### src/sv/srrip_pkg.sv
// shared types and constants for the srrip victim selection block
`default_nettype none
package srrip_pkg;

   localparam int SETS     = 1024;
   localparam int WAYS     = 8;
   localparam int SET_BITS = $clog2(SETS);
   localparam int WORD_W   = 2 * WAYS;
   // internal victim index, at least as wide as the reported way field
   localparam int VICTIM_W = (WAYS > 8) ? $clog2(WAYS) : 3;

   localparam logic [1:0] RRPV_MAX    = 2'd3;
   localparam logic [1:0] RRPV_INSERT = 2'd2;
   localparam logic [1:0] RRPV_HIT    = 2'd0;

   typedef logic [SET_BITS-1:0] set_addr_type;
   typedef logic [WORD_W-1:0]   rrpv_word_type;

   localparam rrpv_word_type RRPV_FULL = {WAYS{RRPV_MAX}};

   typedef enum logic [1:0] {
      ST_CLEAR,
      ST_IDLE,
      ST_UPDATE
   } ctrl_state_type;

   typedef struct packed {
      rrpv_word_type word;
      logic          write;
      logic [2:0]    victim_way;
      logic          victim_valid;
   } upd_result_type;

endpackage
`default_nettype wire

### src/sv/srrip_update.sv
// modify step: hit promotion, miss aging and victim pick on one set word
`default_nettype none
module srrip_update (
   input  wire srrip_pkg::rrpv_word_type word,
   input  wire logic [2:0]             way,
   input  wire logic                   hit,
   output      srrip_pkg::upd_result_type result
);
   import srrip_pkg::*;

   always_comb begin
      logic [1:0]          maxv;
      logic [1:0]          age;
      logic [1:0]          v;
      logic                found;
      logic [VICTIM_W-1:0] victim;
      rrpv_word_type       aged;
      rrpv_word_type       hit_word;

      maxv     = '0;
      found    = 1'b0;
      victim   = '0;
      aged     = word;
      hit_word = word;

      // largest value in the set
      for (int w = 0; w < WAYS; w++) begin
         if (word[2*w +: 2] > maxv) begin
            maxv = word[2*w +: 2];
         end
      end
      age = RRPV_MAX - maxv;

      // age every way, lowest way at max is the victim
      for (int w = 0; w < WAYS; w++) begin
         v = word[2*w +: 2] + age;
         aged[2*w +: 2] = v;
         if (!found && v == RRPV_MAX) begin
            found  = 1'b1;
            victim = VICTIM_W'(w);
         end
      end
      for (int w = 0; w < WAYS; w++) begin
         if (found && int'(victim) == w) begin
            aged[2*w +: 2] = RRPV_INSERT;
         end
      end

      // hit way beyond the set leaves the word unchanged
      for (int w = 0; w < WAYS; w++) begin
         if (int'(way) == w) begin
            hit_word[2*w +: 2] = RRPV_HIT;
         end
      end

      if (hit) begin
         result.word         = hit_word;
         result.write        = (int'(way) < WAYS);
         result.victim_way   = '0;
         result.victim_valid = 1'b0;
      end else begin
         result.word         = aged;
         result.write        = 1'b1;
         // only the low bits of the way number are reported
         result.victim_way   = victim[2:0];
         result.victim_valid = 1'b1;
      end
   end

endmodule
`default_nettype wire

### config.mk
export PLATFORM = sky130hd
export DESIGN_NAME = srrip_update
export DESIGN_NICKNAME = d
export VERILOG_FILES = /design/src/sv/srrip_pkg.sv /design/src/sv/srrip_update.sv
export SDC_FILE = /design/constraint.sdc
export NUM_CORES = 1
export LEC_CHECK = 0
export BUFFER_PORTS_ARGS = -buffer_cell sky130_fd_sc_hd__buf_2
export CORE_UTILIZATION = 52
export DETAILED_ROUTE_END_ITERATION = 8
export PLACE_DENSITY = 0.81
export SYNTH_ARGS = -nofsm -noshare
export SYNTH_HDL_FRONTEND = slang
export SYNTH_SLANG_ARGS = --single-unit
### constraint.sdc
create_clock -name vclk -period 15.9
set_clock_uncertainty 0.15 [all_clocks]
set_input_delay 3.975 -clock vclk [all_inputs]
set_output_delay 3.975 -clock vclk [all_outputs]
set_load 0.03 [all_outputs]
==> results by group <==
Outcome
  • Outcome: finished clean

Yosys
  • Count of different cell masters after synthesis: 71
  • Dominant combinational cell family by area after synthesis: compound AO/OA/AOI/OAI gates
  • Fraction of synthesized area in multiplexers: under 10%
  • XOR/XNOR Fraction of Synth Area: 13.3%
  • Synth Area in Compound Gates: 33.1%
  • Post-synthesis cell area: 0.00164 sq mm
  • Area share of fa/ha/maj cells after synthesis: 16.8%
  • Sequential share of the synthesized area: 0%
  • Average cell area after synthesis: 7.52 sq um
  • Number of instances in the synthesized netlist: ~220
  • Net count after synthesis: 260
  • Post-Synth Simple-Gate Area: 29.3%
  • Syn. warnings: 0

Worst setup path
  • Slowest cell on crit path: sky130_fd_sc_hd__or4b_4
  • Critical Path Sink Type: output port
  • Element type at the critical path start: input pin
  • Worst endpoint data arrival time: around 12000 ps
  • Most frequent cell on the critical path: sky130_fd_sc_hd__nor2_2
  • Category of the most critical setup path: input pin to output port
  • Critical Path Fanout Max: 7
  • Data required time of the critical path: 11780 ps
  • Largest stage delay, worst path: 530 ps

Layout
  • Share of cells above drive strength 1: 48.8%
  • FILL cells: 174
  • Nets: 343
  • Layout-stage area growth over the synthesis result: 53.3%
  • Number of standard cells in the final layout excluding fillers: around 340
  • Storage cell area: 0 sq um
  • Final cell area excluding filler cells: 0.00251 sq mm
  • Total of clock buffers placed in the layout: 0
  • Antenna Diode Count: 0
  • Seq Cell Count: 0

GRT
  • Initial antenna violation count: 0
  • Number of global-route vias before repair: approximately 1800
  • Global-route wire length before repair: 7.83 mm
  • Largest net degree at the start of global routing: 25
  • Grt ovf: 0
  • Total track usage: around 29%

STA
  • RSZ-0062 raised after global routing: yes
  • Final Critical Period: between 15000 and 20000 ps
  • FMAX: 62.9 MHz
  • Setup Total Neg Slack: 0 ps
  • Hold violation total from the final report: 0
  • Transition time of the tightest slew-check pin: 788 ps
  • Post-route clock period utilization: 99.9%
  • Max-slew headroom at the worst pin: 46.1%
  • Final number of setup-violating endpoints: 0
  • Post-Route Hold Slack: ~8200 ps
  • Final Max Slew Viols: 0

Floorplan
  • Num rows: 20
  • Initial core utilization: 54.1%
  • Floorplan Core Area: 0.00303 sq mm
  • IO Pins: 41
  • Die Width: 58.1 um
  • Die Y-Extent: about 58 um
  • Die area: 0.00338 sq mm

Run
  • Max-cap violations: 0

Route
  • Post-detailed-routing wire length: 5.77 mm
  • Via total after detailed routing: 2011
  • Detailed-route wire length per cell: roughly 17 um
  • First-pass DRT Iterations: 4
  • Antenna viol nets, final: 0
  • Vias per cell: 5.86
  • Number of DRC violations after detailed-routing iteration 0: 91
  • Post-route DRC violation count: 0

Clock network
  • Post-CTS Hold Fix Bufs: 0

Power and ir drop
  • Pleak: 0.00115 uW
  • Largest vdd supply drop: 0.0543 mV
  • Power per cell area: between 80 and 90 mW/mm^2

Placement
  • DPL Wire Length: 3.72 mm
  • Placer Congestion: around 0.87
  • Input/output buffers: 40
  • Total placed cells including tap cells: ~330
  • Placement-stage cell area: around 0.0021 sq mm

Min path
  • Type of the most critical hold path: input pin to output port
==> layer usage <==
layer  vias to the layer above  GRT usage [%]  share of wire, %
met5                         -              0                 0
met4                         0           4.42               1.7
met3                        12           1.12               7.5
met2                       106           54.0                53
met1                       934           36.6                38
li1                        959              -                 -
==> final cells by class <==
type	instances	area, sq um	area share [%]
multi-input cells	193	1790	71.4
repair buffers	86	578	23.0
inverters	20	85.1	3.39
well taps	44	55.1	2.19
==> critical path: cells and delay by family <==
kind | cells | cell delay [ps]
fa+ha+maj | 7 | 1970
xor+xnor | 1 | 120
buf+inv | 5 | 490
simple gates | 19 | 3320
compound gates | 12 | 1820
==> cells by family after synthesis <==
logic type                 Yosys count
other                                1
and+or+nand+nor                     79
muxes                                2
adders and majority gates           22
AOI/OAI and AO/OA                   65
xor gates and xnor gates            24
buffers and inverters               25
==> final timing paths <==
check / from / to / slack [ps] / depth (start not counted)
worst max-delay path: word[2] / result[19] / 10 / 44
worst min-delay path: word[4] / result[9] / 8210 / 4
==> cell usage in the layout, fill, tap and decap left out, types with 3 or more instances in the layout <==
master                     Yosys  routed
sky130_fd_sc_hd__a21oi_1       8       5
sky130_fd_sc_hd__a21oi_2       0       3
sky130_fd_sc_hd__buf_2         1      36
sky130_fd_sc_hd__buf_4         1      45
sky130_fd_sc_hd__buf_6         0       4
sky130_fd_sc_hd__ha_1         22      16
sky130_fd_sc_hd__ha_4          0       5
sky130_fd_sc_hd__inv_1        18      15
sky130_fd_sc_hd__nand2_1      16      14
sky130_fd_sc_hd__nand2b_1      3       3
sky130_fd_sc_hd__nand3_1       6       6
sky130_fd_sc_hd__nor2_1       17      12
sky130_fd_sc_hd__nor2_2        1       6
sky130_fd_sc_hd__nor3_1        6       5
sky130_fd_sc_hd__o211ai_1      3       3
sky130_fd_sc_hd__o21ai_0      18      15
sky130_fd_sc_hd__o21ai_1       1       3
sky130_fd_sc_hd__o22ai_1       5       5
sky130_fd_sc_hd__or3_4         1       3
sky130_fd_sc_hd__xnor2_1      16      14
sky130_fd_sc_hd__xnor2_2       1       3
sky130_fd_sc_hd__xor2_1        7       7
==> synth_stat cells (2+ instances only) <==
library cell	number	area (sq um)
sky130_fd_sc_hd__nand2_1	16	60.1
sky130_fd_sc_hd__o21bai_1	2	15.0
sky130_fd_sc_hd__and2b_1	2	15.0
sky130_fd_sc_hd__o211ai_1	3	22.5
sky130_fd_sc_hd__o22ai_1	5	31.3
sky130_fd_sc_hd__o32ai_1	2	17.5
sky130_fd_sc_hd__xor2_1	7	61.3
sky130_fd_sc_hd__inv_1	18	67.6
sky130_fd_sc_hd__xnor2_1	16	140
sky130_fd_sc_hd__or3_1	4	25.0
sky130_fd_sc_hd__nand2b_4	2	27.5
sky130_fd_sc_hd__nor2_1	17	63.8
sky130_fd_sc_hd__ha_1	22	275
sky130_fd_sc_hd__nor2b_1	3	18.8
sky130_fd_sc_hd__o21ai_0	18	90.1
sky130_fd_sc_hd__nor3_1	6	30.0
sky130_fd_sc_hd__a21oi_1	8	40.0
sky130_fd_sc_hd__clkbuf_1	3	11.3
sky130_fd_sc_hd__nand2b_1	3	18.8
sky130_fd_sc_hd__o21ba_2	2	20.0
sky130_fd_sc_hd__o31ai_1	2	15.0
sky130_fd_sc_hd__nand3_1	6	30.0
sky130_fd_sc_hd__and3_1	3	18.8
==> per-stage QoR <==
step | total power, uW | utilization [%] | worst slack (ps)
4_1_cts | 180 | 72.8 | 6.59
6_report | 220 | 83.0 | 12.1
2_1_floorplan | 114 | - | 53.7
3_5_place_dp | 170 | 69.5 | -227
3_3_place_gp | 167 | 69.5 | -75.0
5_1_grt | 233 | 83.0 | -291
==> repair_timing <==
item | in CTS | in global routing
gates resized for setup | 14 | 56
setup endpoints to repair | 5 | 9
pin swaps | 4 | 35
setup buffers | 2 | 13
cloned | 0 | 0
==> where the power goes <==
part / switching, uW / total (uW) / leakage, uW / internal, uW
logic: 119 / 220 / 0.00115 / 101
clock network: 0 / 0 / 0 / 0
registers: 0 / 0 / 0 / 0
(Power assumes the default switching activity.)
